[src/pmid_pkg.sv]
// ----------------------------------------------------------------------------
// pmid_pkg
// Shared widths, register indexes and cell payload types of the periodic
// minimum-image distance block.
// ----------------------------------------------------------------------------
package pmid_pkg;

  localparam int COORD_W    = 32;
  localparam int FRAC_BITS  = 16;
  localparam int BOX_W      = COORD_W - 1;
  localparam int DIST_W     = COORD_W - 1;
  localparam int DIV_STEPS  = COORD_W + 1;
  localparam int SUM_W      = 2 * COORD_W;
  localparam int SQRT_STEPS = SUM_W / 2;
  localparam int IDX_W      = $clog2(SQRT_STEPS);
  localparam int SHIFT_W    = $clog2(SUM_W);
  localparam int CFG_IDX_W  = 2;

  // Pipeline stages after the divider: remainder fix-up, square, sum.
  localparam int MID_STAGES = 3;
  localparam int N_STAGES   = DIV_STEPS + MID_STAGES + SQRT_STEPS;

  localparam logic [BOX_W-1:0] BOX_RESET = BOX_W'(1) << FRAC_BITS;

  localparam logic [CFG_IDX_W-1:0] REG_BOX_X = 2'd0;
  localparam logic [CFG_IDX_W-1:0] REG_BOX_Y = 2'd1;
  localparam logic [CFG_IDX_W-1:0] REG_BOX_Z = 2'd2;

  typedef logic signed [COORD_W-1:0] coord_t;

  // One axis as it travels along the divider row.
  typedef struct packed {
    logic [BOX_W-1:0] rem;
    logic [COORD_W:0] dvd;
    logic             neg;
    coord_t           sat;
  } div_t;

  // One step of the square root row.
  typedef struct packed {
    logic [SUM_W-1:0] rad;
    logic [SUM_W-1:0] root;
  } sqrt_t;

endpackage

[src/pmid_div_cell.sv]
// ----------------------------------------------------------------------------
// pmid_div_cell
// One restoring step of the remainder computation for one axis.
// ----------------------------------------------------------------------------
module pmid_div_cell (
  input  logic                      clk,
  input  logic                      en,
  input  logic [pmid_pkg::BOX_W-1:0] len,
  input  pmid_pkg::div_t            d_in,
  output pmid_pkg::div_t            d_out
);
  import pmid_pkg::*;

  logic [BOX_W:0] trial;
  div_t           d_nxt;
  div_t           d_r;

  // Shift in the next dividend bit and subtract the length if it fits.
  always_comb begin
    trial = {d_in.rem, d_in.dvd[COORD_W]};
    d_nxt = d_in;
    d_nxt.dvd = {d_in.dvd[COORD_W-1:0], 1'b0};
    if (trial >= {1'b0, len}) begin
      d_nxt.rem = BOX_W'(trial - {1'b0, len});
    end else begin
      d_nxt.rem = trial[BOX_W-1:0];
    end
  end

  always_ff @(posedge clk) begin
    if (en) begin
      d_r <= d_nxt;
    end
  end

  assign d_out = d_r;

endmodule

[config.mk]
export PLATFORM = sky130hd
export DESIGN_NAME = pmid_div_cell
export DESIGN_NICKNAME = d
export VERILOG_FILES = /design/src/pmid_pkg.sv /design/src/pmid_div_cell.sv
export SDC_FILE = /design/constraint.sdc
export NUM_CORES = 1
export LEC_CHECK = 0
export BUFFER_PORTS_ARGS = -buffer_cell sky130_fd_sc_hd__buf_2
export CAP_MARGIN = 20
export CORE_UTILIZATION = 52
export DETAILED_ROUTE_END_ITERATION = 8
export GPL_TIMING_DRIVEN = 0
export PLACE_DENSITY_LB_ADDON = 0.25
export REMOVE_ABC_BUFFERS = 1
export SYNTH_ARGS = -nofsm -noshare
export SYNTH_HDL_FRONTEND = slang
export SYNTH_SLANG_ARGS = --single-unit
export TNS_END_PERCENT = 30
[constraint.sdc]
create_clock -name clk -period 4.7 [get_ports clk]
set_clock_uncertainty 0.2 [all_clocks]
set_input_delay 0.235 -clock clk [delete_from_list [all_inputs] [get_ports clk]]
set_output_delay 0.235 -clock clk [all_outputs]
set_load 0.01 [all_outputs]
==> summary.md <==
| Metric | Value |
|---|---|
| Status | complete, no violations |
| CP Launch Type | input pin |
| # setup viols final | 0 |
| Max Fanout on Critical Path | 44 |
| Mapped cell area | 5117 sq um |
| Routed vias/inst | 5.230 |
| DR vias | 4,702 |
| Clock Tree Buf Depth | 2 |
| Peak VDD IR | 0.2002 mV |
| First-pass GRT wire length | 24,870 um |
| Number of synthesized flops with an enable pin | 96 |
| Total die area | 10,240 sq um |
| WP data arrival | 3.41 ns |
| Maximum clock rate | 286.8 MHz |
| Worst setup EP type | flip-flop |
| CP Class | in -> reg |
| Pleak | 3.408 nW |
| Syn-to-layout area delta | 46.60% |
| Mapped Avg Cell Area | 11.40 sq um |
| Drt drc | 0 |
| Cell with the most instances after synthesis | edfxtp_1 |
| CP required | 4.63 ns |
| Power Density | 293.5 nW/um^2 |
| Top post-synthesis cells by count | edfxtp_1, nand2_1, inv_1 |
| Area share of the largest cell type after synthesis | 56.33% |
| Overall power | 2.202 mW |
| I/O pin total | 227 |
| Yosys reg bits | 96 |
| Ratio of cells with drive above 1 in the final layout | 33.38% |
| Final core occ | 80.05% |
| End of the critical path | d_out[92]$_DFFE_PP_ |
| Half-perimeter wire length after placement | 10,220 um |
| Min Tclk post-route | 3.486 ns |
| RSZ-0062 raised after global routing | no |
| Max-Cap Viols | 0 |
| Die Wd | 101.2 um |
| Top FF cell, synth | edfxtp_1 |
| Hold crit path type | in -> reg |
| Vias in the first global route | 4,836 |
| Ant diodes | 0 |
| Global route overflow | 0 |
| Hold Fails Final Rpt | 0 |
| Total Routing Usage GR | 32.64% |
| Crit path launch | d_in[65] |
| Port bufs | 225 |
| Die span in y | 101.2 um |
| Avg WL per Cell | 17.68 um |
| Initial core utilization | 54.61% |
| Pre-Repair DR Iteration Count | 4 |
| # H-tree levels | 3 |
| Slew @ Worst Pin | 0.6854 ns |
| CTS tree | built |
| Routed Antenna Nets | 0 |
| Post-synthesis sequential area ratio | 56.33% |
| Initial antenna violation count | 1 |
| Post-Route WL | 15,890 um |
| CTS buffer count | 9 |
| Leading area contributor after synthesis | edfxtp_1 |
| Max reg flops | 96 |
| Row count | 35 |
| Dominant cells by area after synthesis | edfxtp_1, ha_1, o21ai_0 |
| Slew Viols, Final | 0 |
| Final critical-path share of the clock period | 74.18% |
| Distinct cells, synth | 58 |
| Final net count | 927 |
| DR iter-0 viols | 210 |
| CTS root buf | clkbuf_8 |
| Yosys warns | 0 |
| Largest net degree at the start of global routing | 62 |
| Placer congestion estimate | 0.8990 |
| Clock Sinks | 96 |
| Core area | 9371 sq um |
| Clk slew on worst S/H paths | 0.11 ns |
| Relative slew slack | 53.73% |
| Synthesized instance count | 449 |
| Async SR Flop Fraction | 0% |
cell usage in the layout, fill, tap and decap left out, types with 9 or more instances in the layout:
master         netlist  final
a21oi_1             33     33
nand2_1             46     46
nor2_1              16     16
buf_2                8    224
edfxtp_1            96     96
xnor2_1             11     11
nand3_1             11     11
xor2_1              13     13
o21ai_0             40     40
dlygate4sd3_1        0     93
ha_1                31     31
inv_1               43     43
a21o_1              11     11
clkbuf_8             0      9
per-stage QoR:
| stage | std cells | TNS, ns | hold slack (ns) | setup slack, ns | cell area, sq um |
|---|---|---|---|---|---|
| finish | 899 | 0 | 0.02739 | 1.214 | 7502 |
| global route | 899 | 0 | 0.03608 | 1.038 | 7502 |
| CTS | 899 | 0 | 0.01274 | 1.212 | 7502 |
| detailed placement | 790 | 0 | 0.2131 | 1.360 | 6387 |
| global placement | 788 | -16.44 | 0.2122 | -0.6173 | 6326 |
| floorplan | 434 | 0 | 0.1339 | 0.6252 | 5039 |
what timing repair did:
| item | CTS | global route |
|---|---|---|
| endpoints found under the hold margin | 93 | 0 |
| hold buffers | 93 | 0 |
| buffers inserted | 0 | 0 |
| resized for setup | 0 | 0 |
worst min path at each step:
| stage | from | to | slack (ns) | cells past startpoint |
|---|---|---|---|---|
| after floorplan | d_in[0] | d_out[0]$_DFFE_PP_ | 0.13 | 0 |
| after global placement | d_in[60] | d_out[61]$_DFFE_PP_ | 0.21 | 1 |
| after detailed placement | d_in[49] | d_out[50]$_DFFE_PP_ | 0.21 | 1 |
| after CTS | d_in[91] | d_out[92]$_DFFE_PP_ | 0.01 | 2 |
| after global routing | d_in[91] | d_out[92]$_DFFE_PP_ | 0.04 | 2 |
| final | d_in[91] | d_out[92]$_DFFE_PP_ | 0.03 | 2 |
layout make-up:
type	count	area, sq um
Sequential cell	96	2883
Timing Repair Buffer	320	2107
Multi-Input combinational cell	295	2006
Fill cell	613	1869
Inverter	43	161.4
Tap cell	129	161.4
Clock buffer	9	123.9
Clock inverter	7	60.06
routing by layer:
layer / vias to the layer above / track usage, % / wire length [um]
li1: 2264 / - / -
met1: 2183 / 35.99 / 6058
met2: 202 / 57.98 / 8191
met3: 51 / 8.282 / 923
met4: 2 / 17.39 / 699
met5: - / 0 / 18
logic make-up after synthesis:
logic type | synth area share (%)
xor+xnor | 4.108
simple gates | 11.12
compound gates | 15.48
fa+ha+maj | 7.971
mux | 0.2200
buf+inv | 4.694
flops | 56.33
other cells | 0.07328
worst max-delay path: stages:
cell and delay, ns:
dlygate4sd3_1 0.52, buf_2 0.10, inv_1 0.04, ha_1 0.19, fa_1 0.40, nor2b_1 0.18
o21ai_1 0.10, a21boi_2 0.20, o31ai_4 0.13, o21ai_1 0.30, a21boi_4 0.17, buf_12 0.21
or4_1 0.50, o211a_1 0.13
power by group:
group	switching [mW]	leakage (nW)	internal (mW)
clock network	0.326	0.0901	0.203
registers	0.0272	0.939	1.05
logic	0.323	2.38	0.272
total	0.676	3.41	1.53
No activity file was read; power rests on OpenSTA's default activity.
