--- src/pmid_pkg.sv ---
// ----------------------------------------------------------------------------
// pmid_pkg
// Shared widths, register indexes and cell payload types of the periodic
// minimum-image distance block.
// ----------------------------------------------------------------------------
package pmid_pkg;

  localparam int COORD_W    = 32;
  localparam int FRAC_BITS  = 16;
  localparam int BOX_W      = COORD_W - 1;
  localparam int DIST_W     = COORD_W - 1;
  localparam int DIV_STEPS  = COORD_W + 1;
  localparam int SUM_W      = 2 * COORD_W;
  localparam int SQRT_STEPS = SUM_W / 2;
  localparam int IDX_W      = $clog2(SQRT_STEPS);
  localparam int SHIFT_W    = $clog2(SUM_W);
  localparam int CFG_IDX_W  = 2;

  // Pipeline stages after the divider: remainder fix-up, square, sum.
  localparam int MID_STAGES = 3;
  localparam int N_STAGES   = DIV_STEPS + MID_STAGES + SQRT_STEPS;

  localparam logic [BOX_W-1:0] BOX_RESET = BOX_W'(1) << FRAC_BITS;

  localparam logic [CFG_IDX_W-1:0] REG_BOX_X = 2'd0;
  localparam logic [CFG_IDX_W-1:0] REG_BOX_Y = 2'd1;
  localparam logic [CFG_IDX_W-1:0] REG_BOX_Z = 2'd2;

  typedef logic signed [COORD_W-1:0] coord_t;

  // One axis as it travels along the divider row.
  typedef struct packed {
    logic [BOX_W-1:0] rem;
    logic [COORD_W:0] dvd;
    logic             neg;
    coord_t           sat;
  } div_t;

  // One step of the square root row.
  typedef struct packed {
    logic [SUM_W-1:0] rad;
    logic [SUM_W-1:0] root;
  } sqrt_t;

endpackage

--- src/pmid_sqrt_cell.sv ---
// ----------------------------------------------------------------------------
// pmid_sqrt_cell
// One digit step of the integer square root of the sum of squares.
// ----------------------------------------------------------------------------
module pmid_sqrt_cell (
  input  logic                      clk,
  input  logic                      en,
  input  logic [pmid_pkg::IDX_W-1:0] step,
  input  pmid_pkg::sqrt_t           s_in,
  output pmid_pkg::sqrt_t           s_out
);
  import pmid_pkg::*;

  logic [SUM_W-1:0]   bit_w;
  logic [SUM_W-1:0]   trial;
  logic [SHIFT_W-1:0] sh;
  sqrt_t              s_nxt;
  sqrt_t              s_r;

  // The trial bit moves down two places per step, starting at the top pair.
  always_comb begin
    sh    = SHIFT_W'(SUM_W - 2) - {step, 1'b0};
    bit_w = SUM_W'(1) << sh;
    trial = s_in.root + bit_w;
    if (s_in.rad >= trial) begin
      s_nxt.rad  = s_in.rad - trial;
      s_nxt.root = (s_in.root >> 1) + bit_w;
    end else begin
      s_nxt.rad  = s_in.rad;
      s_nxt.root = s_in.root >> 1;
    end
  end

  always_ff @(posedge clk) begin
    if (en) begin
      s_r <= s_nxt;
    end
  end

  assign s_out = s_r;

endmodule

--- config.mk ---
export PLATFORM = sky130hd
export DESIGN_NAME = pmid_sqrt_cell
export DESIGN_NICKNAME = d
export VERILOG_FILES = /design/src/pmid_pkg.sv /design/src/pmid_sqrt_cell.sv
export SDC_FILE = /design/constraint.sdc
export NUM_CORES = 1
export LEC_CHECK = 0
export BUFFER_PORTS_ARGS = -buffer_cell sky130_fd_sc_hd__buf_2
export CAP_MARGIN = 40
export CELL_PAD_IN_SITES_DETAIL_PLACEMENT = 1
export CELL_PAD_IN_SITES_GLOBAL_PLACEMENT = 1
export CORE_UTILIZATION = 39
export CTS_CLUSTER_DIAMETER = 100
export DETAILED_ROUTE_END_ITERATION = 7
export HOLD_SLACK_MARGIN = 0.12
export MAX_ROUTING_LAYER = met4
export PLACE_DENSITY_LB_ADDON = 0.1
export SKIP_LAST_GASP = 1
export SYNTH_ARGS = -nofsm -noshare
export SYNTH_HDL_FRONTEND = slang
export SYNTH_SLANG_ARGS = --single-unit
--- constraint.sdc ---
create_clock -name clk -period 6.13 [get_ports clk]
set_input_delay 0.613 -clock clk [delete_from_list [all_inputs] [get_ports clk]]
set_output_delay 0.613 -clock clk [all_outputs]
set_load 0.02 [all_outputs]
==> reports/qor.txt, run 1 <==
initial core utilization - 40.0%
TNS Setup - 0 ns
Placer Congestion - 0.991
Seq/Total Area, Yosys - 26.9%
Final Hold Fails - 0
clk slew on worst S/H paths - 0.06 ns
Final Cycle Share - 95.6%
largest area contributor in the netlist - edfxtp_1
number of synthesized register bits - 128
worst slew pin tran - 0.855 ns
Max H-tree Level - 4
number of I/O pins - 263
Syn Nets - 2,040
Post-synth EDFFs - 128
Core Region - 0.0358 sq mm
Max-Cap Viols - 0
Synth top area share - 26.9%
min-delay worst type - primary input to flop
largest net degree at the start of global routing - 60
CP endpoint kind - flop
first-pass GRT wire length - 89.2 mm
post-synthesis cell area - 0.0143 sq mm
max reg flops - 128
ys flop type - edfxtp_1
Power Total - 3.60 mW
Crit Path Max Fanout - 23
top cells by area, synth - edfxtp_1 (27%), ha_1 (11%), nand2_1 (6.8%)
Max VDD drop - 0.210 mV
post-cts hold buffer count - 0
number of DRC markers in iteration 0 - 1,036
count of pins over their slew limit - 0
post-route ant nets - 0
fmax - 171 MHz
Startpoint Class - primary input
CP Class - primary input to flop
Num CTS Buffers - 17
clock root cell - clkbuf_16
Pleak - 7.74 nW
wire per inst - 21.7 um
CP arrival - 6.07 ns
GR Util All Layers - 31.2%
final-report setup violation count - 0
die height - 194 um
die area - 0.0375 sq mm
Yosys cell types - 85
Pre-antenna DRT Iters - 5
worst endpoint required time - 6.34 ns
Yosys Warn Count - 0
FP Rows - 69
PwrDens - 201 mW/mm^2
CTS tree - done
fraction of layout cells with a size suffix above 1 - 23.8%
Die X - 194 um
DRT Wirelength - 57.4 mm
worst-case clock buffer depth - 2
RSZ-0062 raised after global routing - yes
DRC violations left - 0
initial antenna violation count - 2
total gr overflow - 0
clock sinks - 128
P&R area growth vs syn - 25.3%
Vias - 15,500
Post-synth ARST share - 0%
Synth Instances - 1,778
IO buf count - 262
Via density - 5.86
NumNets Final - 2,435
average cell area after synthesis - 8.05 sq um
minimum period implied by the final worst setup slack - 5.86 ns
status - completed
vias in the first global route - 15,900
Filler Cell Count - 4,475
Rel. slew slack - 43.0%
post-DP HPWL - 47.0 mm
## synthesized netlist by cell type (14+ instances only)
master / number
a21boi_0: 19
nor3_1: 30
ha_1: 126
xnor2_1: 77
inv_1: 40
xor2_1: 96
a21o_1: 38
a31o_2: 14
clkbuf_1: 49
a211oi_1: 19
o21bai_1: 37
nand3_1: 34
o21a_1: 17
and2_1: 17
nand4_1: 47
o31ai_1: 23
nand2_1: 260
a21oi_1: 120
nor2_1: 140
and3_1: 19
a31oi_1: 56
nor2b_1: 16
edfxtp_1: 128
o21ai_0: 174
## stage by stage
stage / utilization [%] / setup WS [ns] / cell area [sq um] / hold slack [ns] / std cells
after global placement: 48.3 / -0.351 / 17300 / 0.906 / 2612
after floorplan: - / 0.236 / 14300 / 0.725 / 1778
after global routing: 50.1 / -0.0718 / 17900 / 0.473 / 2649
final: 50.1 / 0.268 / 17900 / 0.461 / 2649
after detailed placement: 48.3 / -0.583 / 17300 / 0.916 / 2612
after CTS: 49.8 / 0.00567 / 17900 / 0.438 / 2645
## cells by family after synthesis
logic type,Yosys count,synth area share [%]
and+or+nand+nor,631,20.6
AOI/OAI and AO/OA,606,27.3
buffers and inverters,111,3.38
DFF,128,26.9
xor gates and xnor gates,173,10.6
adders and majority gates,129,11.3
## metal layers
layer	part of all wire [%]	vias up	global-route usage (%)
li1	-	7434	-
met1	49	7552	44.4
met2	43	474	45.7
met3	5.8	62	4.39
met4	1.8	0	8.39
met5	0	-	-
## timing repair
action | CTS | global route
pin swaps | 1 | 3
buffers inserted | 1 | 1
resized for setup | 0 | 14
cloned | 0 | 1
endpoints found under the setup margin | 67 | 128
hold endpoints to repair | 0 | 0
## cell usage in the layout, fill, tap and decap left out, drive strengths merged, types with 23 or more instances in the layout
cell,instances
o21ai,181
clkbuf,23
nor2,140
nand2,260
a21o,38
inv,40
ha,126
o31ai,23
nand4,47
buf,446
edfxtp,128
a21oi,122
a31oi,56
xor2,96
nor3,31
xnor2,77
o21bai,37
nand3,34
## layout make-up
type,count,area [sq um],share of cell area [%]
antenna,2,5.00,0.0279
multi-input combinational,1539,10000,56.0
clock inverter,10,93.8,0.523
inverter,40,150,0.837
timing repair buffer,447,2790,15.5
clock buffer,22,444,2.48
sequential,128,3840,21.4
tap,461,577,3.21
## where the power goes
part / total, mW / switching, mW / leakage [nW] / internal (mW)
Combinational: 1.46 / 0.910 / 6.23 / 0.551
Sequential: 1.14 / 0.0308 / 1.25 / 1.11
Clock: 1.00 / 0.412 / 0.263 / 0.588
## path summary, 6_finish.rpt
check,from,end,slack (ns),depth (start not counted)
max,step[0],s_out[123]$_DFFE_PP_,0.27,28
min,s_in[124],s_out[124]$_DFFE_PP_,0.46,3
## critical path: stages
cell       delay, ns
buf_2           0.11
or2_2           0.33
nor2_2          0.14
ha_1            0.30
a31oi_2         0.23
nor2_1          0.08
a31o_1          0.21
a311o_2         0.45
a311oi_2        0.26
buf_4           0.17
o21ai_1         0.10
o21ai_1         0.19
o21ai_1         0.09
xnor2_1         0.16
ha_1            0.31
nand4_1         0.17
nor4_2          0.32
buf_4           0.17
nand3_1         0.08
a21oi_1         0.15
nor3_2          0.07
buf_4           0.15
a221oi_2        0.33
o22ai_4         0.17
buf_4           0.19
clkbuf_16       0.19
and2_0          0.16
a31o_2          0.21
(Power assumes the default switching activity.)
==> run 2, diff against run 1 <==
CELL_PAD_IN_SITES_DETAIL_PLACEMENT = default   (was 1)
CELL_PAD_IN_SITES_GLOBAL_PLACEMENT = default   (was 1)
CORE_UTILIZATION = 35   (was 39)
MAX_ROUTING_LAYER = default   (was met4)
PLACE_DENSITY_LB_ADDON = default   (was 0.1)
==> reports/qor.txt, run 2 (synthesis gave the netlist of run 1 again) <==
status - completed
Final Hold Fails - 0
min setup slack post-route - 0.358 ns
placed cells - 2,658
RSZ-0062 raised after global routing - no
Via density - 5.55
die area - 0.0417 sq mm
fraction of layout cells with a size suffix above 1 - 23.0%
CP arrival - 5.99 ns
minimum period implied by the final worst setup slack - 5.77 ns
post-route ant nets - 0
Pleak - 7.65 nW
FP Rows - 73
DRC violations left - 0
Num CTS Buffers - 17
post-CTS sizing - 0
CP endpoint kind - flop
Max VDD drop - 0.171 mV
worst-case clock buffer depth - 2
crit path buf inv count - 3
Placer Congestion - 0.968
TNS Setup - 0 ns
Startpoint Class - primary input
Filler Cell Count - 4,045
slowest stage delay, CP - 0.41 ns
CP Class - primary input to flop
crit-path cells - buf_2 -> nand3b_1 -> nor2_1 -> ha_1 -> and3_1 -> o311a_1 -> maj3_1 -> a211o_1 -> or2_2 -> a21boi_1 -> xor2_1 -> ha_1 -> a21oi_1 -> a21boi_0 -> a311oi_1 -> buf_4 -> o22ai_1 -> nor3_2 -> a221oi_2 -> o22ai_4 -> buf_12 -> nor2_1 -> xor2_1
DRT Wirelength - 52.8 mm
Core Region - 0.0400 sq mm
P&R area growth vs syn - 25.0%
Crit Path Max Fanout - 42
initial core utilization - 35.8%
wire per inst - 19.6 um
final-report setup violation count - 0
Die X - 204 um
post-DP HPWL - 43.6 mm
CTS tree - done
Pre-antenna DRT Iters - 7
Max H-tree Level - 4
worst slew pin tran - 0.808 ns
die height - 204 um
number of DRC markers in iteration 0 - 1,261
Post-Layout Cell Count - 2,692
PwrDens - 203 mW/mm^2
clock root cell - clkbuf_16
clock sinks - 128
commonest non-fill, non-tap cell in the layout - buf_2
number of I/O pins - 263
total gr overflow - 0
Max-Cap Viols - 0
worst endpoint required time - 6.35 ns
critical-path cell with the highest stage delay - maj3_1
clk slew on worst S/H paths - 0.06 ns
GR Util All Layers - 25.1%
Post-CTS Setup Bufs - 0
count of pins over their slew limit - 0
NumNets Final - 2,414
max reg flops - 128
IO buf count - 262
Vias - 14,900
post-cts hold buffer count - 0
worst slack, placed - -0.192 ns
Crit path max-delay family - compound AO/OA/AOI/OAI gates
fmax - 173 MHz
initial antenna violation count - 3
largest net degree at the start of global routing - 66
vias in the first global route - 14,000
Rel. slew slack - 46.1%
first-pass GRT wire length - 80.1 mm
Final Cycle Share - 94.2%
min-delay worst type - primary input to flop
most frequent cells in the layout - buf_2 (261), nand2_1 (260), o21ai_0 (174)
run 2: changes by cell type in the layout (fill, tap and decap cells not counted), moves of 2 or more:
cell        before  now
clkbuf_1         5    2
o21ai_1         12    7
buf_12           5    7
clkinvlp_4       0    3
o21ai_0        169  174
clkinv_1         5    3
buf_4          179  158
bufinv_16        2    4
run 2: final timing paths:
check | cells after the start | endpoint | start
min | 3 | s_out[64]$_DFFE_PP_ | s_in[64]
max | 23 | s_out[25]$_DFFE_PP_ | step[2]
run 2: metal layers:
metal / vias up / share of wire (%) / GRT usage [%]
li1: 7413 / - / -
met1: 6951 / 49 / 36.7
met2: 514 / 43 / 38.1
met3: 61 / 5.6 / 3.09
met4: 2 / 2.1 / 7.70
met5: - / 0.025 / 0
run 2: layout make-up:
cell class | instances | area (sq um) | share of cell area [%]
Clock buffer | 19 | 433 | 2.42
Tap cell | 525 | 657 | 3.67
Clock inverter | 13 | 169 | 0.944
Sequential cell | 128 | 3840 | 21.5
Inverter | 40 | 150 | 0.839
Multi-Input combinational cell | 1539 | 10000 | 55.9
Antenna cell | 2 | 5.00 | 0.0280
Timing Repair Buffer | 426 | 2630 | 14.7
run 2: power by group:
part / internal [mW] / leakage [nW] / switching (mW)
Clock: 0.671 / 0.285 / 0.423
Sequential: 1.11 / 1.25 / 0.0349
Combinational: 0.537 / 6.12 / 0.863
run 2: per-stage QoR:
stage / utilization, % / area (sq um) / total power, mW / hold WS (ns)
2_1_floorplan: - / 14300 / 1.98 / 0.725
3_3_place_gp: 43.2 / 17300 / 2.53 / 0.911
3_5_place_dp: 43.2 / 17300 / 2.54 / 0.916
4_1_cts: 44.7 / 17900 / 3.65 / 0.421
5_1_grt: 44.7 / 17900 / 3.82 / 0.460
6_report: 44.7 / 17900 / 3.63 / 0.435
run 2: worst min-delay path, stage by stage:
cell and delay (ns):
buf_2 0.09, nand2_1 0.04, o21ai_0 0.06
==> run 3, diff against run 2 <==
--- a/config.mk
+++ b/config.mk
@@ -12,2 +12,3 @@
 export DETAILED_ROUTE_END_ITERATION = 7
+export GPL_ROUTABILITY_DRIVEN = 0
 export HOLD_SLACK_MARGIN = 0.12
==> constraint.sdc (replaced) <==
create_clock -name clk -period 6.13 [get_ports clk]
set_input_delay 1.226 -clock clk [delete_from_list [all_inputs] [get_ports clk]]
set_output_delay 1.226 -clock clk [all_outputs]
set_load 0.02 [all_outputs]
==> reports/qor.txt, run 3 (synthesis gave the netlist of run 1 again) <==
CP endpoint kind - flop
initial core utilization - 35.8%
commonest non-fill, non-tap cell in the layout - buf_4
Post-Layout Cell Count - 2,956
Die X - 204 um
Max-Cap Viols - 0
first-pass GRT wire length - 83.0 mm
total gr overflow - 0
die area - 0.0417 sq mm
WHS - 1.02 ns
Via density - 5.56
placed cells - 2,880
worst slew pin tran - 0.952 ns
Rel. slew slack - 36.0%
number of DRC markers in iteration 0 - 1,652
GR Util All Layers - 25.7%
initial antenna violation count - 5
IO buf count - 262
Pleak - 9.17 nW
worst endpoint required time - 6.44 ns
Vias - 16,400
Startpoint Class - primary input
failing checks - setup timing
clock root cell - clkbuf_16
multi-input logic area - 0.0108 sq mm
met1 wire length - 26.1 mm
status - finished, violations left
clk slew on worst S/H paths - 0.06 ns
CP Class - primary input to flop
Final Hold Fails - 0
post-cts hold buffer count - 0
Max H-tree Level - 4
post-DP HPWL - 44.3 mm
P&R area growth vs syn - 45.6%
count of pins over their slew limit - 0
Core Region - 0.0400 sq mm
fraction of layout cells with a size suffix above 1 - 36.4%
min-delay worst type - primary input to flop
WL met2 - 25.3 mm
detailed-routed wire length on met3 - 3.58 mm
CTS tree - done
minimum period implied by the final worst setup slack - 6.17 ns
die height - 204 um
Crit Path Max Fanout - 12
vias in the first global route - 15,500
RSZ-0062 raised after global routing - yes
final-report setup violation count - 14
Filler Cell Count - 3,829
PwrDens - 189 mW/mm^2
DRC violations left - 0
CP arrival - 6.48 ns
Layout Utilization - 52.1%
DRT Wirelength - 57.0 mm
min setup slack post-route - -0.0413 ns
number of I/O pins - 263
fmax - 162 MHz
clock sinks - 128
TNS Setup - -0.197 ns
Num CTS Buffers - 17
max reg flops - 128
FP Rows - 73
post-route ant nets - 0
Hold Path Depth - 1
Final Cycle Share - 101%
wire per inst - 19.3 um
hold_sp - en
Pre-antenna DRT Iters - 6
FF+latch area - 0.00384 sq mm
most frequent cells in the layout - buf_4 (398), buf_2 (259), nand2_1 (242)
Hold EP - s_out[8]$_DFFE_PP_
worst-case clock buffer depth - 2
Max VDD drop - 0.187 mV
top routing layer used - met5
NumNets Final - 2,675
largest net degree at the start of global routing - 64
run 3: changes by cell type in the layout (fill, tap and decap cells not counted), moves of 14 or more:
cell | previous run | this run
o21ai_1 | 7 | 25
nor2_1 | 140 | 126
o21ai_0 | 174 | 144
nand2_2 | 0 | 16
buf_4 | 158 | 398
a21oi_1 | 120 | 106
nand2_1 | 260 | 242
run 3: routing by layer:
metal | vias to the layer above | global-route usage [%]
met5 | - | 0
met4 | 2 | 11.1
met3 | 126 | 3.41
met2 | 674 | 39.6
met1 | 7714 | 35.8
li1 | 7930 | -
run 3: how the worst max path moves through the flow:
| stage | startpoint | end |
|---|---|---|
| global placement | step[1] | s_out[25]$_DFFE_PP_ |
| CTS | step[2] | s_out[123]$_DFFE_PP_ |
| floorplan | step[0] | s_out[111]$_DFFE_PP_ |
| global route | step[4] | s_out[23]$_DFFE_PP_ |
| detailed placement | step[0] | s_out[25]$_DFFE_PP_ |
| finish | step[4] | s_out[114]$_DFFE_PP_ |
run 3: critical path, cell delays in order:
cell and delay [ns]:
buf_2 0.16, nand3b_1 0.19, nor2_2 0.20, ha_1 0.27, and3_4 0.18, o311a_1 0.33, maj3_2 0.33, a211o_1 0.33
o211a_1 0.28, o2111ai_1 0.27, a21oi_1 0.11, o21ai_1 0.17, xor2_1 0.20, buf_4 0.14, ha_1 0.16, a21o_1 0.12
a21oi_1 0.06, o21bai_1 0.33, a211oi_2 0.14, o21ai_2 0.30, o22ai_4 0.15, buf_6 0.17, clkbuf_16 0.19, buf_4 0.15
buf_4 0.12, o21ai_0 0.17
run 3: what timing repair did:
action | 4_1_cts | 5_1_grt
cloned | 1 | 7
buffers inserted | 15 | 19
pin swaps | 28 | 82
setup endpoints to repair | 91 | 127
gates resized for setup | 36 | 166
run 3: power breakdown:
part           switching (mW)  internal (mW)  leakage (nW)  total [mW]
logic                   0.980          0.737          7.63        1.72
registers              0.0314           1.11          1.25        1.14
clock network           0.407          0.671         0.285        1.08
run 3: layout make-up:
cell class              instances  area share, %
diodes                          5         0.0600
clock buffers                  19           2.08
clock inverters                13          0.811
inverters                      40          0.720
multi-input cells            1539           51.9
flip-flops and latches        128           18.4
well taps                     525           3.15
repair buffers                687           22.9
run 3: per-stage QoR:
step / setup slack [ns] / power [mW] / area (sq um)
2_1_floorplan: -0.00663 / 1.99 / 14400
3_3_place_gp: -0.540 / 2.66 / 19000
3_5_place_dp: -0.713 / 2.67 / 19000
4_1_cts: -0.0173 / 3.80 / 19900
5_1_grt: -0.188 / 4.12 / 20800
6_report: -0.0413 / 3.93 / 20800
